**config.mk**
```make
export PLATFORM = sky130hd
export DESIGN_NAME = platform_interrupt_controller_top_flat
export DESIGN_NICKNAME = d
export VERILOG_FILES = /design/src/rtl/core/plic_pkg.sv /design/src/rtl/core/plic_if.sv /design/src/rtl/core/plic_ctrl.sv /design/src/rtl/core/plic_dp.sv /design/src/rtl/core/platform_interrupt_controller_top.sv /design/src/flat_wrapper.sv
export SDC_FILE = /design/constraint.sdc
export NUM_CORES = 2
export LEC_CHECK = 0
export ABC_AREA = 1
export ABC_CLOCK_PERIOD_IN_PS = 6300
export BUFFER_PORTS_ARGS = -buffer_cell sky130_fd_sc_hd__buf_4
export CAP_MARGIN = 10
export CORE_MARGIN = 3
export CORE_UTILIZATION = 44
export CTS_CLUSTER_DIAMETER = 100
export DETAILED_ROUTE_END_ITERATION = 8
export PLACE_DENSITY = 0.68
export SLEW_MARGIN = 20
export SYNTH_ARGS = -nofsm -noshare
export SYNTH_HDL_FRONTEND = slang
export SYNTH_SLANG_ARGS = --single-unit
```
**constraint.sdc**
```tcl
create_clock -name clk -period 6.3 [get_ports clk]
set_clock_uncertainty 0.15 [all_clocks]
set_input_delay 0.315 -clock clk [delete_from_list [all_inputs] [get_ports clk]]
set_output_delay 0.315 -clock clk [all_outputs]
set_load 0.05 [all_outputs]
```
**src/rtl/core/plic_pkg.sv**
```systemverilog
// Shared types and constants of the platform interrupt controller.
// Used by the interfaces, the controller, the datapath and the top level.
package plic_pkg;

    localparam int unsigned ADDR_W = 22;
    localparam int unsigned DATA_W = 32;
    localparam int unsigned SRC_W  = 7;

    localparam logic [ADDR_W-1:0] ENABLE_BASE   = 22'h002080;
    localparam logic [ADDR_W-1:0] CTX_THRESHOLD = 22'h201000;
    localparam logic [ADDR_W-1:0] CTX_CLAIM     = 22'h201004;

    typedef enum logic [1:0] {
        OP_READ  = 2'd0,
        OP_WRITE = 2'd1,
        OP_RAISE = 2'd2,
        OP_NONE  = 2'd3
    } op_t;

    typedef enum logic [4:0] {
        S_IDLE  = 5'b00001,
        S_SCAN1 = 5'b00010,
        S_APPLY = 5'b00100,
        S_SCAN2 = 5'b01000,
        S_RESP  = 5'b10000
    } state_t;

    typedef struct packed {
        logic latch;
        logic scan_start;
        logic apply;
        logic out_load;
    } cmd_t;

    typedef struct packed {
        logic in_claim;
        logic scan_done;
        logic out_free;
    } sts_t;

endpackage

```
**src/rtl/core/plic_if.sv**
```systemverilog
// Request and response channel interfaces of the interrupt controller.
// Depends on plic_pkg for field widths.
interface plic_req_if;
    logic                                valid;
    logic                                ready;
    logic [1:0]                          operation;
    logic [plic_pkg::ADDR_W-1:0]         address;
    logic [plic_pkg::DATA_W-1:0]         write_data;
    logic [plic_pkg::SRC_W-1:0]          source_id;

    modport source (output valid, operation, address, write_data, source_id, input ready);
    modport sink   (input valid, operation, address, write_data, source_id, output ready);
endinterface

interface plic_rsp_if;
    logic                                valid;
    logic                                ready;
    logic [plic_pkg::DATA_W-1:0]         read_data;
    logic                                irq_line;

    modport source (output valid, read_data, irq_line, input ready);
    modport sink   (input valid, read_data, irq_line, output ready);
endinterface

```
**src/rtl/core/plic_ctrl.sv**
```systemverilog
// Sequencing state machine of the interrupt controller.
// Depends on plic_pkg (state, command and status types).
module plic_ctrl (
    input  logic            clk,
    input  logic            rst_n,
    input  logic            req_valid,
    output logic            req_ready,
    input  plic_pkg::sts_t  sts,
    output plic_pkg::cmd_t  cmd
);

    plic_pkg::state_t state_reg, state_next;
    logic             acc;

    assign req_ready = (state_reg == plic_pkg::S_IDLE);
    assign acc       = req_valid && req_ready;

    always_comb
    begin
        state_next     = state_reg;
        cmd            = '0;
        unique case (state_reg)
            plic_pkg::S_IDLE:
            begin
                if (acc)
                begin
                    cmd.latch = 1'b1;
                    if (sts.in_claim)
                    begin
                        cmd.scan_start = 1'b1;
                        state_next     = plic_pkg::S_SCAN1;
                    end
                    else
                    begin
                        state_next = plic_pkg::S_APPLY;
                    end
                end
            end
            plic_pkg::S_SCAN1:
            begin
                if (sts.scan_done)
                    state_next = plic_pkg::S_APPLY;
            end
            plic_pkg::S_APPLY:
            begin
                cmd.apply      = 1'b1;
                cmd.scan_start = 1'b1;
                state_next     = plic_pkg::S_SCAN2;
            end
            plic_pkg::S_SCAN2:
            begin
                if (sts.scan_done)
                    state_next = plic_pkg::S_RESP;
            end
            plic_pkg::S_RESP:
            begin
                if (sts.out_free)
                begin
                    cmd.out_load = 1'b1;
                    state_next   = plic_pkg::S_IDLE;
                end
            end
            default:
            begin
                state_next = plic_pkg::S_IDLE;
            end
        endcase
    end

    always_ff @(posedge clk or negedge rst_n)
    begin
        if (!rst_n)
            state_reg <= plic_pkg::S_IDLE;
        else
            state_reg <= state_next;
    end

    // a claim read must search before it commits
    a_claim_scans: assert property (@(posedge clk) disable iff (!rst_n)
        (acc && sts.in_claim) |=> (state_reg == plic_pkg::S_SCAN1))
        else $error("claim did not start pre-scan");

    // a search ends only while one is awaited
    a_done_in_scan: assert property (@(posedge clk) disable iff (!rst_n)
        sts.scan_done |-> (state_reg == plic_pkg::S_SCAN1 || state_reg == plic_pkg::S_SCAN2))
        else $error("scan done outside scan state");

    a_apply_then_scan: assert property (@(posedge clk) disable iff (!rst_n)
        (state_reg == plic_pkg::S_APPLY) |=> (state_reg == plic_pkg::S_SCAN2))
        else $error("apply not followed by post-scan");

endmodule

```
**src/rtl/core/plic_dp.sv**
```systemverilog
// Datapath: register file, priority memory, arbitration scanner, output register.
// Depends on plic_pkg; driven by plic_ctrl commands.
module plic_dp #(
    parameter int unsigned NUM_SOURCES   = 128,
    parameter int unsigned PRIORITY_BITS = 3
) (
    input  logic                          clk,
    input  logic                          rst_n,
    input  logic [1:0]                    operation,
    input  logic [plic_pkg::ADDR_W-1:0]   address,
    input  logic [plic_pkg::DATA_W-1:0]   write_data,
    input  logic [plic_pkg::SRC_W-1:0]    source_id,
    input  logic                          rsp_ready,
    output logic                          rsp_valid,
    output logic [plic_pkg::DATA_W-1:0]   read_data,
    output logic                          irq_line,
    input  plic_pkg::cmd_t                cmd,
    output plic_pkg::sts_t                sts
);

    localparam int unsigned IW   = $clog2(NUM_SOURCES);
    localparam int unsigned EW   = (NUM_SOURCES + 31) / 32;
    localparam int unsigned EWW  = (EW > 1) ? $clog2(EW) : 1;
    localparam int unsigned PB   = PRIORITY_BITS;
    localparam logic [IW-1:0] LAST_ID = IW'(NUM_SOURCES - 1);
    localparam logic [plic_pkg::ADDR_W-1:0] ENABLE_END =
        plic_pkg::ADDR_W'(22'h002080 + 4 * EW);

    function automatic logic [31:0] en_mask(input logic [EWW-1:0] w);
        logic [31:0] m;
        int unsigned id;
        m = '0;
        for (int unsigned b = 0; b < 32; b++)
        begin
            id = 32 * int'(w) + b;
            if (id != 0 && id < NUM_SOURCES)
                m[b] = 1'b1;
        end
        return m;
    endfunction

    // latched request
    logic [1:0]                        op_reg;
    logic [plic_pkg::ADDR_W-1:0]       addr_reg;
    logic [plic_pkg::DATA_W-1:0]       data_reg;
    logic [plic_pkg::SRC_W-1:0]        src_reg;

    // architectural state
    logic [NUM_SOURCES-1:0]            pend_reg;
    logic [NUM_SOURCES-1:0]            insvc_reg;
    logic [NUM_SOURCES-1:0]            pvalid_reg;
    logic [EW*32-1:0]                  en_reg;
    logic [PB-1:0]                     thr_reg;
    logic [PB-1:0]                     prio_mem [NUM_SOURCES];

    // memory port
    logic [IW-1:0]                     raddr;
    logic [PB-1:0]                     rdata_q;
    logic                              rvalid_q;
    logic [PB-1:0]                     mem_prio;

    // scanner
    logic                              busy_reg;
    logic [IW-1:0]                     cnt_reg;
    logic                              cmp_valid_reg;
    logic [IW-1:0]                     cmp_id_reg;
    logic [IW-1:0]                     best_id_reg;
    logic [PB-1:0]                     best_prio_reg;
    logic                              done_reg;
    logic                              elig;

    // result
    logic [plic_pkg::DATA_W-1:0]       rd_reg;
    logic                              rd_mem_reg;
    logic                              out_valid_reg;
    logic [plic_pkg::DATA_W-1:0]       out_data_reg;
    logic                              out_irq_reg;

    // decode of latched request
    logic [plic_pkg::ADDR_W-1:0]       a;
    logic [plic_pkg::ADDR_W-3:0]       word;
    logic [plic_pkg::ADDR_W-1:0]       en_off;
    logic [EWW-1:0]                    en_w;
    logic                              is_prio, is_en, is_thr, is_claim;
    logic [IW-1:0]                     word_id;
    logic [IW-1:0]                     src_id;
    logic                              claim_hit;

    assign a        = {addr_reg[plic_pkg::ADDR_W-1:2], 2'b00};
    assign word     = addr_reg[plic_pkg::ADDR_W-1:2];
    assign word_id  = word[IW-1:0];
    assign src_id   = IW'(src_reg);
    assign en_off   = a - plic_pkg::ENABLE_BASE;
    assign en_w     = en_off[2 +: EWW];
    assign is_prio  = (32'(word) < NUM_SOURCES);
    assign is_en    = (a >= plic_pkg::ENABLE_BASE) && (a < ENABLE_END);
    assign is_thr   = (a == plic_pkg::CTX_THRESHOLD);
    assign is_claim = (a == plic_pkg::CTX_CLAIM);
    assign claim_hit = (best_id_reg != '0);

    assign sts.in_claim  = (operation == plic_pkg::OP_READ) &&
                           ({address[plic_pkg::ADDR_W-1:2], 2'b00} == plic_pkg::CTX_CLAIM);
    assign sts.scan_done = done_reg;
    assign sts.out_free  = !out_valid_reg || rsp_ready;

    always_ff @(posedge clk)
    begin
        if (cmd.latch)
        begin
            op_reg   <= operation;
            addr_reg <= address;
            data_reg <= write_data;
            src_reg  <= source_id;
        end
    end

    // priority memory: one write, one registered read
    assign raddr    = busy_reg ? cnt_reg : word_id;
    assign mem_prio = rvalid_q ? rdata_q : '0;

    always_ff @(posedge clk)
    begin
        if (cmd.apply && op_reg == plic_pkg::OP_WRITE && is_prio && word_id != '0)
            prio_mem[word_id] <= data_reg[PB-1:0];
        rdata_q <= prio_mem[raddr];
    end

    always_ff @(posedge clk or negedge rst_n)
    begin
        if (!rst_n)
        begin
            pvalid_reg <= '0;
            rvalid_q   <= 1'b0;
            pend_reg   <= '0;
            insvc_reg  <= '0;
            en_reg     <= '0;
            thr_reg    <= '0;
        end
        else
        begin
            rvalid_q <= pvalid_reg[raddr];
            if (cmd.apply)
            begin
                unique case (op_reg)
                    plic_pkg::OP_READ:
                    begin
                        if (is_claim && claim_hit)
                        begin
                            pend_reg[best_id_reg]  <= 1'b0;
                            insvc_reg[best_id_reg] <= 1'b1;
                        end
                    end
                    plic_pkg::OP_WRITE:
                    begin
                        if (is_prio)
                        begin
                            if (word_id != '0)
                                pvalid_reg[word_id] <= 1'b1;
                        end
                        else if (is_en)
                            en_reg[32*en_w +: 32] <= data_reg & en_mask(en_w);
                        else if (is_thr)
                            thr_reg <= data_reg[PB-1:0];
                        else if (is_claim)
                        begin
                            if (data_reg != '0 && data_reg < NUM_SOURCES)
                                insvc_reg[data_reg[IW-1:0]] <= 1'b0;
                        end
                    end
                    plic_pkg::OP_RAISE:
                    begin
                        if (src_reg != '0 && 32'(src_reg) < NUM_SOURCES &&
                            !pend_reg[src_id] && !insvc_reg[src_id])
                            pend_reg[src_id] <= 1'b1;
                    end
                    default:
                    begin
                    end
                endcase
            end
        end
    end

    // read data: direct registers at apply, priority word in the cycle after
    always_ff @(posedge clk or negedge rst_n)
    begin
        if (!rst_n)
        begin
            rd_reg     <= '0;
            rd_mem_reg <= 1'b0;
        end
        else if (cmd.apply)
        begin
            rd_reg     <= '0;
            rd_mem_reg <= 1'b0;
            if (op_reg == plic_pkg::OP_READ)
            begin
                if (is_prio)
                    rd_mem_reg <= 1'b1;
                else if (is_en)
                    rd_reg <= en_reg[32*en_w +: 32];
                else if (is_thr)
                    rd_reg <= 32'(thr_reg);
                else if (is_claim)
                    rd_reg <= 32'(best_id_reg);
            end
        end
        else if (rd_mem_reg)
        begin
            rd_reg     <= 32'(mem_prio);
            rd_mem_reg <= 1'b0;
        end
    end

    // scanner: one source per cycle, compare in the cycle after the read
    assign elig = cmp_valid_reg && pend_reg[cmp_id_reg] && en_reg[cmp_id_reg] &&
                  (mem_prio > thr_reg);

    always_ff @(posedge clk or negedge rst_n)
    begin
        if (!rst_n)
        begin
            busy_reg      <= 1'b0;
            cnt_reg       <= '0;
            cmp_valid_reg <= 1'b0;
            cmp_id_reg    <= '0;
            best_id_reg   <= '0;
            best_prio_reg <= '0;
            done_reg      <= 1'b0;
        end
        else
        begin
            cmp_valid_reg <= busy_reg;
            cmp_id_reg    <= cnt_reg;
            done_reg      <= cmp_valid_reg && (cmp_id_reg == LAST_ID);
            if (cmd.scan_start)
            begin
                busy_reg      <= 1'b1;
                cnt_reg       <= IW'(1);
                best_id_reg   <= '0;
                best_prio_reg <= '0;
            end
            else
            begin
                if (busy_reg)
                begin
                    cnt_reg <= cnt_reg + IW'(1);
                    if (cnt_reg == LAST_ID)
                        busy_reg <= 1'b0;
                end
                if (elig && (best_id_reg == '0 || mem_prio > best_prio_reg))
                begin
                    best_id_reg   <= cmp_id_reg;
                    best_prio_reg <= mem_prio;
                end
            end
        end
    end

    // output register
    always_ff @(posedge clk or negedge rst_n)
    begin
        if (!rst_n)
            out_valid_reg <= 1'b0;
        else if (cmd.out_load)
            out_valid_reg <= 1'b1;
        else if (rsp_ready)
            out_valid_reg <= 1'b0;
    end

    always_ff @(posedge clk)
    begin
        if (cmd.out_load)
        begin
            out_data_reg <= rd_reg;
            out_irq_reg  <= (best_id_reg != '0);
        end
    end

    assign rsp_valid = out_valid_reg;
    assign read_data = out_data_reg;
    assign irq_line  = out_irq_reg;

    a_pend_excl: assert property (@(posedge clk) disable iff (!rst_n)
        (pend_reg & insvc_reg) == '0)
        else $error("source both pending and in service");

    a_src0_idle: assert property (@(posedge clk) disable iff (!rst_n)
        !pend_reg[0] && !insvc_reg[0] && !en_reg[0])
        else $error("source zero became active");

    a_no_start_busy: assert property (@(posedge clk) disable iff (!rst_n)
        cmd.scan_start |-> !busy_reg && !cmp_valid_reg)
        else $error("scan restarted while running");

endmodule

```
**src/rtl/core/platform_interrupt_controller_top.sv**
```systemverilog
// Platform interrupt controller top level: one supervisor context.
// Instantiates plic_ctrl and plic_dp; uses plic_pkg and the plic_if channels.
//
// Usage:
//  - req channel (valid/ready) carries one request: bus read, bus write or
//    source raise, with address, write_data and source_id.
//  - rsp channel (valid/ready) returns one response per request: read_data
//    (register word, claimed id, or zero) and irq_line (some enabled pending
//    source above threshold after this request).
//  - Registers: priority at 4*id, enable bitmap at 0x2080, threshold at
//    0x201000, claim/complete at 0x201004.
//  - Sequence: an apply step plus a scan of sources 1..NUM_SOURCES-1, one per
//    cycle through the single priority memory port; a claim read scans before
//    and after apply. One request in flight at a time.
//  - A finished response sits in an output register; the next request is
//    accepted while it waits. If the receiver stalls, the following response
//    holds in the controller until the output register frees.
//  - Reset (rst_n low, asynchronous) clears pending, in-service, enable,
//    threshold and priority valid flags; no clearing pass is needed.
module platform_interrupt_controller_top #(
    parameter int unsigned NUM_SOURCES   = 128,
    parameter int unsigned PRIORITY_BITS = 3
) (
    input logic       clk,
    input logic       rst_n,
    plic_req_if.sink  req,
    plic_rsp_if.source rsp
);

    plic_pkg::cmd_t cmd;
    plic_pkg::sts_t sts;

    // sequencer: accepts a request, orders apply and scans, loads the output
    plic_ctrl u_ctrl (
        .clk       (clk),
        .rst_n     (rst_n),
        .req_valid (req.valid),
        .req_ready (req.ready),
        .sts       (sts),
        .cmd       (cmd)
    );

    // state, priority memory, arbitration scanner and response register
    plic_dp #(
        .NUM_SOURCES   (NUM_SOURCES),
        .PRIORITY_BITS (PRIORITY_BITS)
    ) u_dp (
        .clk        (clk),
        .rst_n      (rst_n),
        .operation  (req.operation),
        .address    (req.address),
        .write_data (req.write_data),
        .source_id  (req.source_id),
        .rsp_ready  (rsp.ready),
        .rsp_valid  (rsp.valid),
        .read_data  (rsp.read_data),
        .irq_line   (rsp.irq_line),
        .cmd        (cmd),
        .sts        (sts)
    );

endmodule

```
**src/flat_wrapper.sv**
```systemverilog
// flat-port wrapper written by rule: the top's interface ports become plain ports
module platform_interrupt_controller_top_flat 
#(
    parameter int unsigned NUM_SOURCES   = 128,
    parameter int unsigned PRIORITY_BITS = 3
)
  (clk, rst_n, req_valid, req_operation, req_address, req_write_data, req_source_id, req_ready, rsp_valid, rsp_read_data, rsp_irq_line, rsp_ready);
  plic_req_if req_i ();
  plic_rsp_if rsp_i ();
  input logic clk;
  input logic rst_n;
  input wire logic [$bits(req_i.valid)-1:0] req_valid;
  input wire logic [$bits(req_i.operation)-1:0] req_operation;
  input wire logic [$bits(req_i.address)-1:0] req_address;
  input wire logic [$bits(req_i.write_data)-1:0] req_write_data;
  input wire logic [$bits(req_i.source_id)-1:0] req_source_id;
  output wire logic [$bits(req_i.ready)-1:0] req_ready;
  output wire logic [$bits(rsp_i.valid)-1:0] rsp_valid;
  output wire logic [$bits(rsp_i.read_data)-1:0] rsp_read_data;
  output wire logic [$bits(rsp_i.irq_line)-1:0] rsp_irq_line;
  input wire logic [$bits(rsp_i.ready)-1:0] rsp_ready;
  assign req_i.valid = req_valid;
  assign req_i.operation = req_operation;
  assign req_i.address = req_address;
  assign req_i.write_data = req_write_data;
  assign req_i.source_id = req_source_id;
  assign req_ready = req_i.ready;
  assign rsp_valid = rsp_i.valid;
  assign rsp_read_data = rsp_i.read_data;
  assign rsp_irq_line = rsp_i.irq_line;
  assign rsp_i.ready = rsp_ready;
  platform_interrupt_controller_top #(.NUM_SOURCES(NUM_SOURCES), .PRIORITY_BITS(PRIORITY_BITS)) u_core (.clk(clk), .rst_n(rst_n), .req(req_i), .rsp(rsp_i));
endmodule
```
==> flow_metrics.tcl <==
set metrics [dict create \
    largest_reg_flops 384 \
    cts_made_buffers 110 \
    cts_buffer_depth 3 \
    cp-end-kind "flip-flop" \
    wl_per_cell_um 21.4 \
    via_per_inst 5.79 \
    nFillCells 11300 \
    syn_area_per_cell_sq_um 8.11 \
    fin_total_pwr_w 0.0222 \
    slowest_delay_ps 770 \
    grt_pass1_wl_um 269000 \
    timing.max_cap.violations 0 \
    fp.coreArea_sq_mm 0.120 \
    period_share_pct 72.8 \
    clock.fmax_mhz 218 \
    yosys_register_bits 1063 \
    rows 127 \
    slew_headroom_pct -14.1 \
    start_util_pct 44.5 \
    rsz0062_at_grt "false" \
    placed_area_sq_mm 0.0556 \
    arrival_ps 5120 \
    cts_tree "done" \
    netlist_area_sq_mm 0.0536 \
    io_buffers 99 \
    final_nets 6628 \
    ys_types 51 \
    drc 0 \
    place_hpwl_um 105000 \
    violations "max-slew violations" \
    vias 47900 \
    setup-tns-final_ps 0 \
    hp-class "in -> async" \
    synth_top_area_share_pct 27.1 \
    area_delta_synth_final_pct 11.9 \
    yosysTopAreaCell "dfrtp_1" \
    largest_register "u_core.u_dp.prio_mem" \
    io_pins 102 \
    setup_viol_count_final 0 \
    tightest_slew_ps 1710 \
    path_clk_slew_ps 60 \
    cts.sinks 1063 \
    power.density_mw_per_mm2 370 \
    p_leak_nw 24.6 \
    worst_path_max_delay_cell "edfxtp_1" \
    path_max_fanout 48 \
    clock_tree.root_cell "clkbuf_16" \
    gp_congestion 0.954 \
    die_width_um 355 \
    reg2reg_slack_ps 1720 \
    drtIter0Drc 6353 \
    period_needed_ps 4580 \
    ys_top_cells_by_area "dfrtp_1 27%, edfxtp_1 27%, nand2_1 12%" \
    synth_cells 6614 \
    finalHoldViolCount 0 \
    htree_levels 3 \
    synthesis.nets 6692 \
    drtAntennaViolNets 0 \
    drt_wl_total_um 177000 \
    drtPass1Iterations 7 \
    critPathKind "reg -> reg" \
    worstPathCellList "buf_4, nand3_1, buf_4, nor2_1, nor2_1, nand2_1, nor2_1, nand2_1, nand2_1, nand2_1, nor2_1, nor2_1, nor2_1, nand2_1, nand2_4, buf_4, nand3_1, nand2_1" \
    grt_pass1_vias 44700 \
    status "finished with violations" \
    clkLatencyLatePin_ps 750 \
    grt-ovfl-total 0 \
    finalInstanceArea_sq_mm 0.0600 \
    drive_gt1_share_pct 7.37 \
    chipHeight_um 355 \
    cts_setup_buffers 0 \
    start_kind "flip-flop" \
    dieArea_sq_mm 0.126 \
    grt_util_all_layers_pct 27.4 \
    grt_max_degree 257 \
    yosys_warnings 0 \
    antenna_found_initial 6 \
    worstPathRequired_ps 6840 \
    slew_violations 108 \
    ys_seq_area_share_pct 54.0 \
    peakVddDrop_v 0.000440 \
]
==> worst paths after layout <==
path	from	cells past startpoint	to
min in group clk	req_write_data[21]	2	u_core.u_dp.data_reg[21]$_DFFE_PP_
setup / recovery	u_core.u_dp.src_id[1]$_DFFE_PP_	18	u_core.u_dp.pend_reg[18]$_DFFE_PN0P_
hold reg to reg	u_core.u_dp.insvc_reg[0]$_DFFE_PN0P_	0	u_core.u_dp.insvc_reg[0]$_DFFE_PN0P_
setup reg to reg	u_core.u_dp.src_id[1]$_DFFE_PP_	18	u_core.u_dp.pend_reg[18]$_DFFE_PN0P_
max in group asynchronous	rst_n	3	u_core.u_dp.insvc_reg[119]$_DFFE_PN0P_
hold / removal	rst_n	2	u_core.u_dp.en_reg[55]$_DFFE_PN0P_
==> layout make-up <==
cell class | count | area [sq um] | share of cell area [%]
multi-input combinational | 4697 | 21400 | 35.7
inverter | 417 | 1580 | 2.64
clock buffer | 157 | 3120 | 5.20
sequential | 1063 | 29000 | 48.3
antenna | 4 | 10.0 | 0.0167
clock inverter | 50 | 652 | 1.09
timing repair buffer | 261 | 2230 | 3.71
tap | 1612 | 2020 | 3.36
==> where the power goes <==
| part | internal [W] | leakage [nW] | switching [W] | total [W] |
|---|---|---|---|---|
| clock | 0.00391 | 1.82 | 0.00289 | 0.00680 |
| sequential | 0.00765 | 12.4 | 0.000350 | 0.00800 |
| combinational | 0.00171 | 10.3 | 0.00570 | 0.00741 |
==> worst max-delay path, delay by kind of cell (launching register included) <==
kind | cells | cell delay, ps
buf+inv | 3 | 1340
simple gates | 15 | 2170
flops | 1 | 770
==> routing by layer <==
metal,wire length [um],vias up,GRT usage (%)
li1,-,22000,-
met1,69400,22700,36.5
met2,78600,2580,42.1
met3,18500,568,5.97
met4,10000,0,14.2
met5,0,-,0
==> layout by cell type (no fill, tap or decap), types with 35 or more instances in the layout <==
master | netlist | routed
nand2_1 | 1779 | 1777
o21ai_0 | 1159 | 1159
nor2_1 | 741 | 736
dfrtp_1 | 581 | 579
edfxtp_1 | 478 | 478
nand3_1 | 421 | 415
inv_1 | 404 | 398
buf_4 | 9 | 188
a21oi_1 | 121 | 120
clkbuf_16 | 0 | 110
o211ai_1 | 92 | 92
o22ai_1 | 77 | 77
or2_2 | 70 | 70
dlygate4sd3_1 | 0 | 64
nand4_1 | 49 | 49
o21ai_1 | 39 | 35
==> synth_stat cells, drive strengths merged <==
master   number
o41ai         4
nor2        743
o32ai         3
a211oi        1
dfstp         1
a22o          3
dfrtp       581
a21oi       121
a2111oi       1
buf         133
a31oi         4
or4           1
nor4         12
o21ai      1198
and3          1
a32oi         1
nand3       422
xor2          4
o211ai       92
o31ai        17
o22ai        77
nand3b        2
clkinv        4
nand2      1784
o221ai        5
o21a          1
or2          87
nor3         26
dfxtp         3
inv         413
edfxtp      478
nand4        50
clkbuf      304
ha           11
o2111ai       8
nor3b         1
mux2i         4
a32o         13
==> cells by family (layout without fill, tap and decap cells) <==
group                      count (synthesis)  count (layout)  share of synthesized area [%]
other                                      0               4                              0
DFF                                     1063            1063                           54.0
muxes                                      4               4                         0.0747
and+or+nand+nor                         3129            3129                           23.8
xor gates and xnor gates                   4               4                         0.0653
adders and majority gates                 11              11                          0.257
buffers and inverters                    854             885                           6.31
AOI/OAI and AO/OA                       1549            1549                           15.5
==> stage by stage <==
step                cells  worst slack, ps  utilization (%)  hold WS [ps]
floorplan            6614             1060                -          -131
global placement     7986             1900             46.1           217
detailed placement   7986             1910             46.1           216
CTS                  8257             1880             49.8          46.1
global route         8257             1590             49.8          76.6
finish               8261             1720             49.8          7.29
==> timing repair <==
item / CTS / global route
gates resized for setup: 0 / 0
hold buffers: 64 / 0
hold endpoints to repair: 152 / 0
endpoints found under the setup margin: 0 / 0
No activity file was read; power rests on OpenSTA's default activity.
